File: config.mk
export PLATFORM = sky130hd
export DESIGN_NAME = vt_escape_key_decoder
export DESIGN_NICKNAME = d
export VERILOG_FILES = /design/src/rtl/core/vtek_pkg.sv /design/src/rtl/core/vtek_decode.sv /design/src/rtl/core/vt_escape_key_decoder.sv
export SDC_FILE = /design/constraint.sdc
export NUM_CORES = 1
export LEC_CHECK = 0
export BUFFER_PORTS_ARGS = -buffer_cell sky130_fd_sc_hd__buf_2
export CORE_MARGIN = 2
export CORE_UTILIZATION = 57
export CTS_CLUSTER_SIZE = 28
export DETAILED_ROUTE_END_ITERATION = 6
export PLACE_DENSITY = 0.9
export SETUP_SLACK_MARGIN = 0.15
export SYNTH_ARGS = -nofsm -noshare
export SYNTH_HDL_FRONTEND = slang
export SYNTH_HIERARCHICAL = 1
export SYNTH_SLANG_ARGS = --single-unit
File: constraint.sdc
create_clock -name clk_i -period 2.6 [get_ports clk_i]
set_input_delay 0.52 -clock clk_i [delete_from_list [all_inputs] [get_ports clk_i]]
set_output_delay 0.52 -clock clk_i [all_outputs]
set_load 0.03 [all_outputs]
File: src/rtl/core/vtek_pkg.sv
// Package for the terminal escape key decoder: byte constants, key kinds,
// special key codes, decoder phases and the decode result struct.
// No dependencies.
package vtek_pkg;

  // Bytes that carry meaning in an escape sequence.
  localparam logic [7:0] BYTE_ESC     = 8'h1B;
  localparam logic [7:0] BYTE_BRACKET = 8'h5B;
  localparam logic [7:0] BYTE_TILDE   = 8'h7E;
  localparam logic [7:0] BYTE_ZERO    = 8'h30;
  localparam logic [7:0] BYTE_NINE    = 8'h39;

  // Key kinds.
  localparam logic [1:0] KIND_PLAIN    = 2'd0;
  localparam logic [1:0] KIND_LONE_ESC = 2'd1;
  localparam logic [1:0] KIND_ALT      = 2'd2;
  localparam logic [1:0] KIND_SPECIAL  = 2'd3;

  // Special key codes.
  localparam logic [7:0] SP_HOME     = 8'd0;
  localparam logic [7:0] SP_END      = 8'd1;
  localparam logic [7:0] SP_DELETE   = 8'd2;
  localparam logic [7:0] SP_PAGEUP   = 8'd3;
  localparam logic [7:0] SP_PAGEDOWN = 8'd4;
  localparam logic [7:0] SP_UP       = 8'd5;
  localparam logic [7:0] SP_DOWN     = 8'd6;
  localparam logic [7:0] SP_RIGHT    = 8'd7;
  localparam logic [7:0] SP_LEFT     = 8'd8;

  // Decoder phases.
  localparam logic [1:0] PH_IDLE    = 2'd0;
  localparam logic [1:0] PH_ESC     = 2'd1;
  localparam logic [1:0] PH_BRACKET = 2'd2;
  localparam logic [1:0] PH_DIGIT   = 2'd3;

  localparam int unsigned DigitW = 4;

  typedef struct packed {
    logic              res_vld;
    logic [1:0]        kind;
    logic [7:0]        code;
    logic [1:0]        phase;
    logic [DigitW-1:0] digit;
  } dec_t;

  // Special key for ESC [ digit ~; the flag is low where the digit has no meaning.
  function automatic logic [8:0] tilde_key(input logic [DigitW-1:0] digit);
    logic [8:0] r;
    case (digit)
      4'd1:    r = {1'b1, SP_HOME};
      4'd3:    r = {1'b1, SP_DELETE};
      4'd4:    r = {1'b1, SP_END};
      4'd5:    r = {1'b1, SP_PAGEUP};
      4'd6:    r = {1'b1, SP_PAGEDOWN};
      4'd7:    r = {1'b1, SP_HOME};
      4'd8:    r = {1'b1, SP_END};
      default: r = {1'b0, SP_HOME};
    endcase
    return r;
  endfunction

endpackage

File: src/rtl/core/vtek_decode.sv
// Combinational decode of one terminal byte against the current phase.
// Depends on vtek_pkg.
module vtek_decode import vtek_pkg::*; (
  input  logic [1:0]        phase_i,
  input  logic [DigitW-1:0] digit_i,
  input  logic [7:0]        byte_i,
  output dec_t              dec_o
);

  logic [8:0] tk;
  logic [3:0] letter;   // {hit, alt index}
  logic [8:0] arrow;    // {hit, special code}

  assign tk = tilde_key(digit_i);

  always_comb begin
    case (byte_i)
      8'h66:   letter = {1'b1, 3'd0};  // f
      8'h62:   letter = {1'b1, 3'd1};  // b
      8'h64:   letter = {1'b1, 3'd2};  // d
      8'h6C:   letter = {1'b1, 3'd3};  // l
      8'h75:   letter = {1'b1, 3'd4};  // u
      8'h63:   letter = {1'b1, 3'd5};  // c
      8'h74:   letter = {1'b1, 3'd6};  // t
      8'h79:   letter = {1'b1, 3'd7};  // y
      default: letter = 4'd0;
    endcase
  end

  always_comb begin
    case (byte_i)
      8'h41:   arrow = {1'b1, SP_UP};
      8'h42:   arrow = {1'b1, SP_DOWN};
      8'h43:   arrow = {1'b1, SP_RIGHT};
      8'h44:   arrow = {1'b1, SP_LEFT};
      8'h48:   arrow = {1'b1, SP_HOME};
      8'h46:   arrow = {1'b1, SP_END};
      default: arrow = 9'd0;
    endcase
  end

  always_comb begin
    // Default: a lone escape ends the sequence.
    dec_o.res_vld = 1'b1;
    dec_o.kind    = KIND_LONE_ESC;
    dec_o.code    = BYTE_ESC;
    dec_o.phase   = PH_IDLE;
    dec_o.digit   = digit_i;
    case (phase_i)
      PH_IDLE: begin
        if (byte_i == BYTE_ESC) begin
          dec_o.res_vld = 1'b0;
          dec_o.phase   = PH_ESC;
        end else begin
          dec_o.kind = KIND_PLAIN;
          dec_o.code = byte_i;
        end
      end
      PH_ESC: begin
        if (letter[3]) begin
          dec_o.kind = KIND_ALT;
          dec_o.code = {5'd0, letter[2:0]};
        end else if (byte_i == BYTE_BRACKET) begin
          dec_o.res_vld = 1'b0;
          dec_o.phase   = PH_BRACKET;
        end
      end
      PH_BRACKET: begin
        if (byte_i >= BYTE_ZERO && byte_i <= BYTE_NINE) begin
          dec_o.res_vld = 1'b0;
          dec_o.phase   = PH_DIGIT;
          dec_o.digit   = byte_i[DigitW-1:0];
        end else if (arrow[8]) begin
          dec_o.kind = KIND_SPECIAL;
          dec_o.code = arrow[7:0];
        end
      end
      default: begin
        if (byte_i == BYTE_TILDE && tk[8]) begin
          dec_o.kind = KIND_SPECIAL;
          dec_o.code = tk[7:0];
        end
      end
    endcase
  end

endmodule

File: src/rtl/core/vt_escape_key_decoder.sv
// Top level of the terminal escape key decoder: phase registers, decode stage
// and a two-entry output buffer. Depends on vtek_pkg and vtek_decode.
//
//   channel | direction | handshake               | payload
//   in      | input     | in_valid_i / in_ready_o | in_byte_i[7:0]
//   out     | output    | out_valid_o/out_ready_i | key_kind_o[1:0], key_code_o[7:0]
//
// One byte is accepted per cycle while the skid entry is empty; the single decode stage sets that figure.
// A key is registered in the output register, or in the skid entry while the output register holds an untaken key.
// The output register plus a skid entry keep input open while one key waits;
// input stalls only when both hold keys.
// Reset clears the phase, the held digit and both buffer valid flags.
module vt_escape_key_decoder import vtek_pkg::*; (
  input  logic       clk_i,
  input  logic       rst_ni,
  input  logic       in_valid_i,
  output logic       in_ready_o,
  input  logic [7:0] in_byte_i,
  output logic       out_valid_o,
  input  logic       out_ready_i,
  output logic [1:0] key_kind_o,
  output logic [7:0] key_code_o
);

  logic [1:0]        phase_q;
  logic [DigitW-1:0] digit_q;
  dec_t              dec;

  logic       out_vld_q, skid_vld_q;
  logic [1:0] out_kind_q, skid_kind_q;
  logic [7:0] out_code_q, skid_code_q;
  logic       in_acc, out_take;

  vtek_decode u_decode (
    .phase_i (phase_q),
    .digit_i (digit_q),
    .byte_i  (in_byte_i),
    .dec_o   (dec)
  );

  assign in_ready_o  = ~skid_vld_q;
  assign in_acc      = in_valid_i & in_ready_o;
  assign out_take    = out_vld_q & out_ready_i;
  assign out_valid_o = out_vld_q;
  assign key_kind_o  = out_kind_q;
  assign key_code_o  = out_code_q;

  always_ff @(posedge clk_i or negedge rst_ni) begin
    if (!rst_ni) begin
      phase_q <= PH_IDLE;
      digit_q <= '0;
    end else if (in_acc) begin
      phase_q <= dec.phase;
      digit_q <= dec.digit;
    end
  end

  always_ff @(posedge clk_i or negedge rst_ni) begin
    if (!rst_ni) begin
      out_vld_q  <= 1'b0;
      skid_vld_q <= 1'b0;
    end else if (skid_vld_q) begin
      if (out_take) begin
        skid_vld_q <= 1'b0;
      end
    end else if (in_acc && dec.res_vld) begin
      if (out_vld_q && !out_ready_i) begin
        skid_vld_q <= 1'b1;
      end else begin
        out_vld_q <= 1'b1;
      end
    end else if (out_take) begin
      out_vld_q <= 1'b0;
    end
  end

  // Payload registers follow the valid flags above.
  always_ff @(posedge clk_i) begin
    if (skid_vld_q) begin
      if (out_take) begin
        out_kind_q <= skid_kind_q;
        out_code_q <= skid_code_q;
      end
    end else if (in_acc && dec.res_vld) begin
      if (out_vld_q && !out_ready_i) begin
        skid_kind_q <= dec.kind;
        skid_code_q <= dec.code;
      end else begin
        out_kind_q <= dec.kind;
        out_code_q <= dec.code;
      end
    end
  end

  a_skid_implies_out: assert property (@(posedge clk_i) disable iff (!rst_ni)
    skid_vld_q |-> out_vld_q)
    else $error("skid entry holds a key while the output register is empty");

  a_result_lands: assert property (@(posedge clk_i) disable iff (!rst_ni)
    (in_acc && dec.res_vld && !out_vld_q) |=> (out_vld_q && !skid_vld_q))
    else $error("decoded key did not reach the output register");

  a_digit_range: assert property (@(posedge clk_i) disable iff (!rst_ni)
    (phase_q == PH_DIGIT) |-> (digit_q <= 4'd9))
    else $error("held digit out of range in digit phase");

  a_lone_esc_code: assert property (@(posedge clk_i) disable iff (!rst_ni)
    (out_vld_q && out_kind_q == KIND_LONE_ESC) |-> (out_code_q == BYTE_ESC))
    else $error("lone escape key carries a wrong code");

  a_no_result_keeps_out: assert property (@(posedge clk_i) disable iff (!rst_ni)
    (in_acc && !dec.res_vld && !out_vld_q) |=> !out_vld_q)
    else $error("a byte without a key produced an output transaction");

endmodule
==> out/results.md <==
• **cell breakdown of the critical path** nor3_1 > nand3_1 > nor3_1 > a211oi_1 > a21boi_1 > mux2_2
• **Max transition margin** 63.9%
• **number of antenna violations at the first check in global routing** 0
• **Global Route Usage Sum** 23.2%
• **Worst Path Arrival** 2240 ps
• **vias** 1466
• **Post-Place Cells** 239
• **Die Ht** 61.4 um
• **top_reg_cell synth** edfxtp_1
• **io pins** 24
• **number of buffers added by the clock tree synthesis step** 3
• **synthesized flop and latch total** 28
• **number of nets at the end of the flow** 212
• **Async S/R FF share, synth** 28.6%
• **Critical Setup Path Class** register to register
• **final setup violating endpoints** 0
• **Fin. Hold Viols** 0
• **Post-Synthesis Cells** 177
• **maximum operating frequency** 465 MHz
• **total number of clock tree sinks** 28
• **maximum number of pins on one net before global-route repair** 16
• **routability congestion estimate from global placement** 0.935
• **clk_skew** 3.99 ps
• **internal portion of total power** 715 uW
• **highest net fanout along the worst path** 14
• **total negative slack** 0 ps
• **final non-filler cell area** 0.00207 sq mm
• **Max Transition Viols Final** 0
• **post-route minimum period** 2150 ps
• **Clk pin slew, worst setup/hold paths** 130 ps
• **portion of the post-synthesis area used by sequential elements** 42.6%
• **first-pass GRT wire length** 6500 um
• **share of layout cells above drive strength 1** 32.7%
• **CP required** 2680 ps
• **Leakage Power** 0.815 nW
• **switching component of the power** 321 uW
• **mean cell area of the mapped netlist** 10.6 sq um
• **die span in x** 61.4 um
• **element type at the critical path end** register
• **class of the tightest hold or removal check** input pin to asynchronous set/reset pin
• **DRC violations left** 0
• **switching share of power** 31.0%
• **post-synth cell types** 55
• **post-route clock period utilization** 82.8%
• **startpoint type of the worst setup path** register
• **standard-cell row count** 20
• **Clock Root Buffer** clkbuf_4
• **dominant delay contributor by cell family on the critical path** simple AND/OR/NAND/NOR gates
• **CORE AREA** 0.00310 sq mm
• **depth of the worst register-to-register path** 6
• **status** completed
• **power share of the clock group** 16.4%
• **clock buffer depth** 2
• **Ys Warns** 6
• **setup repair after global routing missed its margin** false
• **H-Tree Level Count** 1
• **cell repeated most along the worst path** nor3_1
• **max-cap viol count** 0
• **Initial Utilization** 60.6%
• **Die Area** 0.00377 sq mm
• **count of antenna diodes in the layout** 0
• **quantity of hold-fixing buffers added after cts** 0
• **logic depth of the worst setup path including buffers** 6
• **IO Port Bufs** 23
• **Post-synth EDFFs** 20
• **sequential share of power** 55.0%
• **number of buffers added for setup after CTS** 0
• **summed instance area of the synthesized netlist** 0.00188 sq mm
• **critical-path cell with the highest stage delay** dfrtp_1
• **total power after layout** 1.04 mW
• **Final Non-Filler Cells** 243
• **clock tree from TritonCTS** built
• **worst-margin pin slew** 542 ps
• **slowest cell delay on critical path** 560 ps
• **area of placed instances** 0.00205 sq mm
• **power per cell area** 500 mW/mm^2
• **clock latency on the worst-skew pair** 320 ps
• **Mapped Nets** 189
• **detailed placer's ending HPWL** 2960 um
• **CP bufs+invs** 0
• **Post-CTS Resized** 0
• **Via-to-Cell Ratio** 6.03
• **grt total ovfl** 0
• **power share of the combinational group** 28.6%
• **total routed wirelength** 3870 um
• **Wirelength per Cell** 15.9 um
• **area grow syn2layout** 10.2%
• **Routed Antenna Nets** 0
• **drt pass-1 iters** 4
• **via count of the first global-routing pass** 1393
• **maximum VDD drop** 0.000241 V
• **Starting DRT DRC Count** 96
[metal layers]
layer  part of all wire, %  track usage (%)  up-vias
met5                     0                0        -
met4                   4.5             13.1        0
met3                   4.4             1.47       21
met2                    49             38.1       61
met1                    42             30.4      691
li1                      -                -      693
[cell usage in the layout, fill, tap and decap left out, types with 2 or more instances in the layout]
cell type	n
a211oi_1	3
a21oi_1	9
and2_1	4
and3b_1	2
buf_2	23
buf_4	9
clkbuf_4	3
dfrtp_1	8
edfxtp_1	20
inv_1	4
mux2_2	10
mux2_4	9
nand2_1	10
nand2b_1	3
nand3_1	2
nand3b_1	2
nand4_1	2
nor2_1	13
nor2b_1	8
nor3_1	6
nor3b_1	2
o21ai_0	9
or3_1	2
xnor2_1	2
xor2_1	2
[sequential cells by signal, indices dropped and copies added (netlist names)]
register and cells:
phase_q 2, digit_q 4, skid_code_q 8, key_code_o 8, key_kind_o 2, skid_kind_q 2, out_valid_o 1, skid_vld_q 1
[cells by family (layout without fill, tap and decap cells)]
kind of cell              Yosys count  after routing  share of synthesized area (%)
DFF                                28             28                           42.6
buffers and inverters              19             41                           5.99
xor gates and xnor gates            4              4                           1.86
AOI/OAI and AO/OA                  42             42                           16.0
muxes                              19             19                           13.2
and+or+nand+nor                    65             65                           20.4
[worst paths after layout]
kind	from	to	slack (ps)
setup / recovery	phase_q[0]$_DFFE_PN0P_	key_code_o[0]$_DFFE_PP_	450
hold / removal	rst_ni	digit_q[0]$_DFFE_PN0P_	7
setup reg to reg	phase_q[0]$_DFFE_PN0P_	key_code_o[0]$_DFFE_PP_	450
hold reg to reg	skid_kind_q[1]$_DFFE_PP_	key_kind_o[1]$_DFFE_PP_	560
max in group asynchronous	rst_ni	skid_vld_q$_DFF_PN0_	2440
min in group clk_i	in_valid_i	out_valid_o$_DFFE_PN0P_	500
[synthesized netlist by cell type (7+ instances only)]
master     n  area (sq um)
edfxtp_1  20           601
nor2_1    13          48.8
o21ai_0    9          45.0
nand2_1   10          37.5
nor3_1     7          35.0
nor2b_1    8          50.1
buf_2      9          45.0
mux2_4     9           135
mux2_2    10           113
a21oi_1    9          45.0
dfrtp_1    8           200
[per-stage QoR]
step | setup slack, ps | hold WS (ps) | util (%)
after global placement | 274 | 362 | 65.9
final | 448 | 7.37 | 66.8
after CTS | 473 | 1.94 | 66.8
after floorplan | 357 | 224 | -
after detailed placement | 206 | 365 | 65.9
after global routing | 284 | 6.98 | 66.8
[power groups by stage]
| stage | logic [mW] | registers (mW) | clock network, mW |
|---|---|---|---|
| 6_report | 0.296 | 0.570 | 0.170 |
| 3_3_place_gp | 0.283 | 0.576 | 0 |
| 2_1_floorplan | 0.171 | 0.621 | 0 |
| 3_5_place_dp | 0.294 | 0.579 | 0 |
| 5_1_grt | 0.320 | 0.578 | 0.186 |
| 4_1_cts | 0.295 | 0.570 | 0.175 |
[layout make-up]
cell class | count | area (sq um)
clock buffers | 3 | 22.5
fillers | 233 | 1030
flip-flops and latches | 28 | 801
clock inverters | 1 | 3.75
inverters | 4 | 15.0
well taps | 44 | 55.1
multi-input cells | 130 | 972
repair buffers | 33 | 203
No activity file was read; power rests on OpenSTA's default activity.
